[src/design/commit_rollback_ring_queue_top_assert.svh]
// Assertion macros for the commit/rollback ring queue.
// Included by commit_rollback_ring_queue_top; no other dependencies.
`ifndef COMMIT_ROLLBACK_RING_QUEUE_TOP_ASSERT_SVH
`define COMMIT_ROLLBACK_RING_QUEUE_TOP_ASSERT_SVH
`ifndef ASSERT_OFF
`define CRRQ_ASSERT_SAME(lbl, clk, rst_n, ante, cons) \
	lbl: assert property (@(posedge clk) disable iff (!rst_n) (ante) |-> (cons)) \
		else $error("crrq assertion failed");
`define CRRQ_ASSERT_NEXT(lbl, clk, rst_n, ante, cons) \
	lbl: assert property (@(posedge clk) disable iff (!rst_n) (ante) |=> (cons)) \
		else $error("crrq assertion failed");
`else
`define CRRQ_ASSERT_SAME(lbl, clk, rst_n, ante, cons)
`define CRRQ_ASSERT_NEXT(lbl, clk, rst_n, ante, cons)
`endif
`endif

[src/design/crrq_pkg.sv]
// Shared types and constants for the commit/rollback ring queue.
// No dependencies.
package crrq_pkg;

	localparam int RING_DEPTH_DEF  = 256;
	localparam int ENTRY_WIDTH_DEF = 32;
	localparam int OP_W            = 2;

	typedef enum logic [OP_W-1:0] {
		OP_PUSH   = 2'd0,
		OP_POP    = 2'd1,
		OP_BEGIN  = 2'd2,
		OP_COMMIT = 2'd3
	} op_t;

	typedef enum logic [2:0] {
		ST_IDLE = 3'b001,
		ST_EXEC = 3'b010,
		ST_OUT  = 3'b100
	} state_t;

	typedef struct packed {
		logic capture;
		logic execute;
	} ctrl_cmd_t;

endpackage

[src/design/crrq_ctrl.sv]
// Controller FSM for the commit/rollback ring queue: request handshakes.
// Depends on crrq_pkg.
module crrq_ctrl (
	input  logic                clk,
	input  logic                arst_n,
	input  logic                in_valid,
	output logic                in_stall,
	output logic                out_valid,
	input  logic                out_stall,
	output crrq_pkg::ctrl_cmd_t cmd
);

	crrq_pkg::state_t state_q;
	crrq_pkg::state_t state_d;

	always_comb begin
		state_d = state_q;
		case (state_q)
			crrq_pkg::ST_IDLE: begin
				if (in_valid) state_d = crrq_pkg::ST_EXEC;
			end
			crrq_pkg::ST_EXEC: begin
				state_d = crrq_pkg::ST_OUT;
			end
			crrq_pkg::ST_OUT: begin
				if (!out_stall) state_d = crrq_pkg::ST_IDLE;
			end
			default: begin
				state_d = crrq_pkg::ST_IDLE;
			end
		endcase
	end

	always_ff @(posedge clk or negedge arst_n) begin
		if (!arst_n) begin
			state_q <= crrq_pkg::ST_IDLE;
		end else begin
			state_q <= state_d;
		end
	end

	assign in_stall    = (state_q != crrq_pkg::ST_IDLE);
	assign out_valid   = (state_q == crrq_pkg::ST_OUT);
	assign cmd.capture = in_valid && (state_q == crrq_pkg::ST_IDLE);
	assign cmd.execute = (state_q == crrq_pkg::ST_EXEC);

endmodule

[config.mk]
export PLATFORM = sky130hd
export DESIGN_NAME = crrq_ctrl
export DESIGN_NICKNAME = d
export VERILOG_FILES = /design/src/design/commit_rollback_ring_queue_top_assert.svh /design/src/design/crrq_pkg.sv /design/src/design/crrq_ctrl.sv
export SDC_FILE = /design/constraint.sdc
export NUM_CORES = 1
export LEC_CHECK = 0
export ABC_AREA = 1
export BUFFER_PORTS_ARGS = -buffer_cell sky130_fd_sc_hd__buf_2
export CAP_MARGIN = 20
export CORE_AREA = 5 5 42 44
export DETAILED_ROUTE_END_ITERATION = 12
export DIE_AREA = 0 0 47 49
export MAX_ROUTING_LAYER = met4
export PLACE_DENSITY = 0.36
export SLEW_MARGIN = 15
export SYNTH_ARGS = -nofsm -noshare
export SYNTH_HDL_FRONTEND = slang
export SYNTH_SLANG_ARGS = --single-unit
[constraint.sdc]
create_clock -name clk -period 0.9 [get_ports clk]
set_input_delay 0 -clock clk [delete_from_list [all_inputs] [get_ports clk]]
set_output_delay 0 -clock clk [all_outputs]
set_load 0.01 [all_outputs]
### Word level (Yosys, flattened, before mapping)

Index checks and enable logic that the tools add are counted.

* bits in read-only memories: 0
* input bits: 4
* memories kept: 0
* bits in latches: 0
* output and inout bits: 4
* register bits: 3
* bits in writable memories: 0
* word-level logic and storage cells: 12

* $add $sub $neg: 0
* reduce and logical (&&, ||, !) cells: 2
* bitwise logic cells: 0
* div/mod/pow operators: 0
* $lt $le $gt $ge: 0
* mux-type cells: 3
* shifts and indexed selects: 0
* $mul: 0
* equality and inequality tests: 6

Operators with widths (count)
* one-hot mux 3 bit (3 select lines): 1
* two-way mux 3 bit: 2
* != test 2 bit, second input constant: 2
* equality test 3 x 1 -> 1 bit, second input constant: 1
* equality test 3 x 2 -> 1 bit, second input constant: 1
* equality test 3 bit, second input constant: 1
* != test 3 x 1 -> 1 bit, second input constant: 1
* AND reduction 2 bit: 1
* logical AND 1 bit: 1

### Depth between registers and ports, before layout

Gate-level depths: netlist (run 1).

* depth in word-level cells: 3
* mapped depth: 4
* gate-level depth less buffers: 4

### Least setup slack after synthesis (run 1)

No wires, ideal clock.

* kind: register to register
* from: reg state_q[0]
* to: reg state_q[0]
* stages on the path, launching flop included: 4
* setup slack: 0.039 ns
* buffers on the path: 0
* data required time: 0.824 ns
* clock period less this slack: 0.861 ns
* arrival: 0.785 ns
* library setup time: 0.076 ns
* path through: dfstp_2 -> nand3b_4 -> nand3_2 -> nand2_1

* word-level cells in the longest chain between the ends: 3
* elaborated cells between the ends (all ways): 7
* those cells by class: eq/ne (5); mux (1); reduce/logical (1)

RTL lines
* from (decl): RTL line crrq_ctrl.sv:13 `crrq_pkg::state_t state_q;`
* from (signal assigned): RTL line crrq_ctrl.sv:36 `state_q <= crrq_pkg::ST_IDLE;`
* from (signal assigned): RTL line crrq_ctrl.sv:38 `state_q <= state_d;`
* equality test 3 bit / equality test 3 x 1 -> 1 bit (equally long branches): RTL line crrq_ctrl.sv:18 `case (state_q)`
* != test 2 bit (no line)
* AND reduction 2 bit (no line)

Several ways; a longest one is shown, not always the timed one.
A chain may end at the register's enable or synchronous reset.

==> impl_metrics.py, run 1 <==
metrics = {
    "run_status": {
        "status": "complete, but fails checks",
        "violated_checks": "setup timing",
    },
    "clock_tree": {
        "clkSlewWorstSetupHoldPaths_ps": 40,
        "worstSkewPairLatency_ps": 230,
        "buffers_from_clock_root_to_sink_at_most": 2,
        "clock_tree.root_cell": "clkbuf_4",
        "cts.sinks": 3,
        "clock_tree_from_tritoncts": "built",
        "number_of_buffers_created_by_cts": 3,
        "cts_max_level": 1,
    },
    "synthesis": {
        "netlist.top_cell.by_area": "dfrtp_1",
        "netlist_instances": 19,
        "yosysTopAreaCellShare": 0.288,
        "synth.cell_area_sq_um": 174,
        "yosys_warnings": 0,
        "synth-seq-cells": 3,
        "synth.yosys.seq_area_share": 0.439,
        "mappedNetlistNets": 23,
        "synth.area.top_cells": "dfrtp_1, nand3_2, dfstp_2",
        "cell_variety_after_synth": 10,
        "postSynthAreaPerCell_sq_um": 9.15,
    },
    "cells_and_area": {
        "diodes": 0,
        "largest_register_ffs": 3,
        "area_growth_pct": 84.9,
        "post_route_cells_drive_above_1_share": 0.686,
        "fill_cells": 164,
        "layout_top_registers": "state_q x3",
        "largest_register": "state_q",
        "final_nets": 40,
    },
    "worst_setup_path": {
        "critical-path-top-delay-family": "flip-flops",
        "crit_path_start_kind": "register",
        "crit-reg2reg-capture": "state_q[0]",
        "largest_fanout_of_any_net_on_the_critical_path": 3,
        "cp-endpoint": "cmd[1]",
        "timing.rr.start": "state_q[0]",
        "timing.critical_path.slowest_stage_cell": "dfstp_2",
        "reg2regPathDepth": 5,
        "worstPathBufferInverterCount": 1,
        "setup.worst_path.start": "state_q[0]",
        "worst_ep_arrival_time_ps": 1110,
        "critPathRequiredTime_ps": 900,
        "critical_path_cell_count": 3,
        "delay_contributed_by_the_slowest_stage_of_the_critical_path_ps": 570,
        "cp-end-kind": "output pin",
        "critPathKind": "register to output pin",
        "worstPathCellList": "nand3b_4 > nor2_1 > buf_2",
        "worst-r2r-setup-slack_ps": -200,
    },
    "routing": {
        "wl_um": 434,
        "routed_via_density": 3.41,
        "count_of_routing_violations_after_the_opening_detailed_route_iteration": 0,
        "via_count": 174,
        "final_antenna_net_count": 0,
        "drt-wirelength-per-cell_um": 8.51,
        "drt-pass1-iter-count": 1,
        "drc": 0,
    },
    "die": {
        "die_w_um": 47,
        "design.core.area_sq_mm": 0.00140,
        "initial_utilization": 0.124,
        "rows": 14,
        "num_ports": 8,
        "die_height_um": 49,
        "fp.dieArea_sq_mm": 0.00230,
    },
    "sta": {
        "max-slew-margin-rel": 0.886,
        "worst_hold_slack_ps": 43.2,
        "clock.fmax_ghz": 0.904,
        "timing.final.max_slew_violations": 0,
        "clock-skew-final_ps": 1.07,
        "rsz0062_at_grt": "yes",
        "finalWorstSetupSlack_ps": -206,
        "timing.final.hold_violations": 0,
        "setup-tns-final_ps": -1120,
        "setup_violations": 7,
        "layout_worst_path_cycle_share": 1.23,
        "worst_slew_pin_slew_ps": 171,
        "finalWorstPathRequiredPeriod_ps": 1110,
    },
    "pwr": {
        "leakage_nw": 0.171,
        "powerDensity_mw_per_mm2": 3620,
        "power.ir.vdd_worst_mv": 1.05,
        "switching_power_uw": 426,
        "power.sequential.fraction": 0.240,
        "netSwitchingFraction": 0.366,
        "cellInternalPower_uw": 739,
        "power.share.clock": 0.201,
        "power.share.combinational": 0.559,
    },
    "place": {
        "place.detailed.hpwl_um": 302,
        "gpl.final_weighted_congestion": 0.671,
        "buffer_ports.inserted": 7,
    },
    "global_routing": {
        "antenna_found_initial": 0,
        "globalRouteOverflowTotal": 0,
        "first_global_vias": 196,
        "grt_usage": 0.0492,
        "grt_pass1_wl_um": 710,
        "grt_max_degree": 6,
    },
    "flow_run": {
        "drv_cap": 0,
    },
    "min_path": {
        "worst_hold_path_type": "input pin to register",
    },
}
==> cells in the final DEF (no fill, tap or decap) <==
| cell type | instances |
|---|---|
| buf_2 | 5 |
| nand3_1 | 1 |
| clkbuf_1 | 1 |
| inv_1 | 1 |
| inv_2 | 3 |
| nor2_1 | 3 |
| dfrtp_1 | 2 |
| nand3b_4 | 1 |
| nor2_4 | 1 |
| nor3_1 | 1 |
| buf_6 | 3 |
| clkbuf_4 | 3 |
| dlygate4sd3_1 | 1 |
| nand2_1 | 1 |
| nand2_2 | 1 |
| dfstp_2 | 1 |
| nand3_2 | 3 |
| buf_4 | 3 |
==> layer usage <==
layer	GRT usage	vias to the layer above	wire length [um]
li1	-	90	-
met1	0.0465	75	162
met2	0.0611	7	206
met3	0.0185	2	48
met4	0.0691	0	17
met5	-	-	0
==> power by group through the flow <==
stage | registers [mW] | clock network [mW] | logic, mW
detailed placement | 0.281 | 0 | 0.379
global placement | 0.277 | 0 | 0.374
CTS | 0.283 | 0.251 | 0.495
global route | 0.289 | 0.251 | 0.715
finish | 0.279 | 0.234 | 0.652
floorplan | 0.268 | 0 | 0.273
==> tightest hold or removal path: cells and delay by family <==
| family | cells | cell delay (ps) |
|---|---|---|
| AND/OR/NAND/NOR | 2 | 150 |
| buffers and inverters | 1 | 80 |
==> through the flow <==
| stage | total power, mW | cell area (sq um) | utilization | worst slack [ps] | instances |
|---|---|---|---|---|---|
| final | 1.17 | 322 | 0.229 | -206 | 51 |
| after global routing | 1.25 | 322 | 0.229 | -262 | 51 |
| after CTS | 1.03 | 289 | 0.206 | -235 | 49 |
| after detailed placement | 0.659 | 229 | 0.163 | 1.79 | 42 |
| after global placement | 0.651 | 229 | 0.163 | 3.93 | 42 |
| after floorplan | 0.540 | 174 | - | 39.4 | 19 |
==> worst min path at each step <==
stage	slack [ps]	start	end	cells after the start
3_3_place_gp	-210	arst_n	state_q[2]	1
4_1_cts	40	in_valid	state_q[0]	4
6_report	40	out_stall	state_q[2]	3
5_1_grt	60	out_stall	state_q[2]	3
3_5_place_dp	-200	arst_n	state_q[2]	1
2_1_floorplan	-300	arst_n	state_q[1]	0
==> cell type report <==
cell class | count | area (sq um) | share of cell area
Clock buffer | 4 | 26.3 | 0.0817
Inverter | 4 | 15.0 | 0.0467
Multi-Input combinational cell | 12 | 92.6 | 0.288
Sequential cell | 3 | 76.3 | 0.237
Tap cell | 16 | 20.0 | 0.0623
Timing Repair Buffer | 12 | 91.3 | 0.284
==> synthesized netlist by cell type (all sizes together) <==
cell type and instances:
nand3b 1, nand3 4, nor3 1, nand2 2, nor2 4, inv 4
dfstp 1, dfrtp 2
==> timing repair <==
action / 4_1_cts / 5_1_grt
pin swaps: 1 / 0
hold buffers: 1 / 0
gates resized for setup: 3 / 5
endpoints found under the setup margin: 5 / 7
endpoints found under the hold margin: 3 / 0
setup buffers: 2 / 2
==> cells by family (layout without fill, tap and decap cells) <==
kind of cell,after synthesis,in the layout,synth area share
simple gates,12,12,0.475
buf+inv,4,20,0.0863
flops,3,3,0.439
Power figures use the tool's default switching activity.
==> run 2: changes to the inputs <==
--- a/config.mk
+++ b/config.mk
@@ -8,11 +8,13 @@
 export ABC_AREA = 1
 export BUFFER_PORTS_ARGS = -buffer_cell sky130_fd_sc_hd__buf_2
 export CAP_MARGIN = 20
+export CELL_PAD_IN_SITES_DETAIL_PLACEMENT = 1
+export CELL_PAD_IN_SITES_GLOBAL_PLACEMENT = 1
 export CORE_AREA = 5 5 42 44
 export DETAILED_ROUTE_END_ITERATION = 12
 export DIE_AREA = 0 0 47 49
 export MAX_ROUTING_LAYER = met4
-export PLACE_DENSITY = 0.36
+export PLACE_DENSITY = 0.43
 export SLEW_MARGIN = 15
 export SYNTH_ARGS = -nofsm -noshare
 export SYNTH_HDL_FRONTEND = slang
==> impl_metrics.py, run 2 (synthesized netlist as in run 1, its figures left out) <==
metrics = {
    "run_status": {
        "status": "complete, but fails checks",
        "violated_checks": "setup timing",
    },
    "cells_and_area": {
        "area_growth_pct": 111,
        "final_common_cell": "buf_2",
        "post_route_cells_drive_above_1_share": 0.816,
        "final_nets": 43,
        "largest_register": "state_q",
        "layout_top_registers": "state_q x3",
        "largest_register_ffs": 3,
        "post-route-util": 0.262,
        "most-common-layout-cells": "buf_2, buf_6, buf_4",
        "diodes": 0,
    },
    "sta": {
        "max-slew-margin-rel": 0.899,
        "worst_slew_pin_slew_ps": 151,
        "layout_worst_path_cycle_share": 1.22,
        "clock.fmax_ghz": 0.908,
        "clock-skew-final_ps": 3.03,
        "finalWorstSetupSlack_ps": -201,
        "finalWorstPathRequiredPeriod_ps": 1100,
        "timing.final.max_slew_violations": 0,
        "worst_hold_slack_ps": 49.5,
        "timing.final.hold_violations": 0,
        "rsz0062_at_grt": "yes",
        "setup_violations": 7,
    },
    "worst_setup_path": {
        "worst_ep_arrival_time_ps": 1100,
        "worst-r2r-setup-slack_ps": -180,
        "worstPathCellList": "nand3b_4 > nor2_1 > buf_2",
        "reg2regPathDepth": 5,
        "timing.critical_path.slowest_stage_cell": "dfstp_2",
        "delay_contributed_by_the_slowest_stage_of_the_critical_path_ps": 560,
        "critPathKind": "register to output pin",
        "cp-end-kind": "output pin",
        "critPathRequiredTime_ps": 900,
        "timing.rr.start": "state_q[0]",
        "crit-reg2reg-capture": "state_q[0]",
        "crit_path_start_kind": "register",
        "largest_fanout_of_any_net_on_the_critical_path": 3,
    },
    "routing": {
        "routed_via_density": 3.69,
        "final_antenna_net_count": 0,
        "drc": 0,
        "wl_um": 552,
        "drt-pass1-iter-count": 2,
        "drt-wirelength-per-cell_um": 10.2,
        "via_count": 199,
        "count_of_routing_violations_after_the_opening_detailed_route_iteration": 3,
    },
    "place": {
        "buffer_ports.inserted": 7,
        "place.detailed.hpwl_um": 367,
        "dpl_worst_slack_ps": -8.60,
        "gpl.final_weighted_congestion": 0.638,
    },
    "pwr": {
        "leakage_nw": 0.190,
        "switching_power_uw": 492,
        "cellInternalPower_uw": 811,
        "powerDensity_mw_per_mm2": 3550,
        "power.share.combinational": 0.615,
        "netSwitchingFraction": 0.378,
        "power.sequential.fraction": 0.212,
        "power.share.clock": 0.173,
        "power.ir.vdd_worst_mv": 1.04,
    },
    "min_path": {
        "hold-path-endpoint": "state_q[0]",
        "hold-path-cell-count": 4,
        "hold_path.startpoint": "in_valid",
        "worst_hold_path_type": "input pin to register",
    },
    "global_routing": {
        "grt_usage": 0.0600,
        "first_global_vias": 232,
        "grt_max_degree": 5,
        "antenna_found_initial": 0,
        "globalRouteOverflowTotal": 0,
        "grt_pass1_wl_um": 938,
    },
    "die": {
        "die_w_um": 47,
        "initial_utilization": 0.124,
        "design.core.area_sq_mm": 0.00140,
        "die_height_um": 49,
        "fp.dieArea_sq_mm": 0.00230,
        "num_ports": 8,
        "rows": 14,
    },
    "clock_tree": {
        "clock_tree.root_cell": "clkbuf_4",
        "worstSkewPairLatency_ps": 230,
        "cts_max_level": 1,
        "cts.sinks": 3,
        "number_of_buffers_created_by_cts": 3,
        "clkSlewWorstSetupHoldPaths_ps": 40,
        "buffers_from_clock_root_to_sink_at_most": 2,
        "clock_tree_from_tritoncts": "built",
    },
    "flow_run": {
        "drv_cap": 0,
    },
}
-- run 2: timing repair --
item	in CTS	in global routing
setup buffers	6	1
endpoints found under the setup margin	6	7
pin swaps	3	2
endpoints found under the hold margin	3	0
gates resized for setup	8	6
hold buffers	1	0
-- run 2: area by class of cell --
type,count,area [sq um]
clock buffers,4,26.3
repair buffers,15,115
multi-input cells,12,113
flip-flops and latches,3,77.6
inverters,4,15.0
fillers,173,1030
well taps,16,20.0
-- run 2: worst max path at each step --
stage | from | slack [ps] | endpoint
after floorplan | state_q[0] | 40 | state_q[0]
after global placement | state_q[2] | 10 | state_q[0]
after detailed placement | state_q[2] | -9 | state_q[0]
after CTS | state_q[0] | -210 | cmd[1]
after global routing | state_q[0] | -260 | cmd[1]
final | state_q[0] | -200 | cmd[1]
-- run 2: power groups by stage --
stage | sequential [mW] | clock [mW] | combinational (mW)
6_report | 0.276 | 0.225 | 0.801
5_1_grt | 0.281 | 0.257 | 0.881
4_1_cts | 0.274 | 0.239 | 0.654
3_5_place_dp | 0.284 | 0 | 0.383
3_3_place_gp | 0.278 | 0 | 0.377
2_1_floorplan | 0.268 | 0 | 0.273
-- run 2: worst max-delay path, delay by kind of cell (launching register included) --
family / cells / cell delay, ps
flops: 1 / 560
buf+inv: 1 / 130
simple gates: 2 / 180
-- run 2: metrics by stage --
| stage | area (sq um) | total power [mW] | TNS [ps] | cells |
|---|---|---|---|---|
| after floorplan | 174 | 0.540 | 0 | 19 |
| after global placement | 229 | 0.654 | 0 | 42 |
| after detailed placement | 229 | 0.666 | -8.60 | 42 |
| after CTS | 338 | 1.17 | -968 | 53 |
| after global routing | 367 | 1.42 | -1410 | 54 |
| final | 367 | 1.30 | -1090 | 54 |
-- run 2: routing by layer --
metal  vias to the layer above  GRT usage  routed length, um
met5                         -          -                  0
met4                         0     0.0415                  0
met3                         0     0.0221                 36
met2                         8     0.0950                288
met1                        94     0.0573                227
li1                         97          -                  -
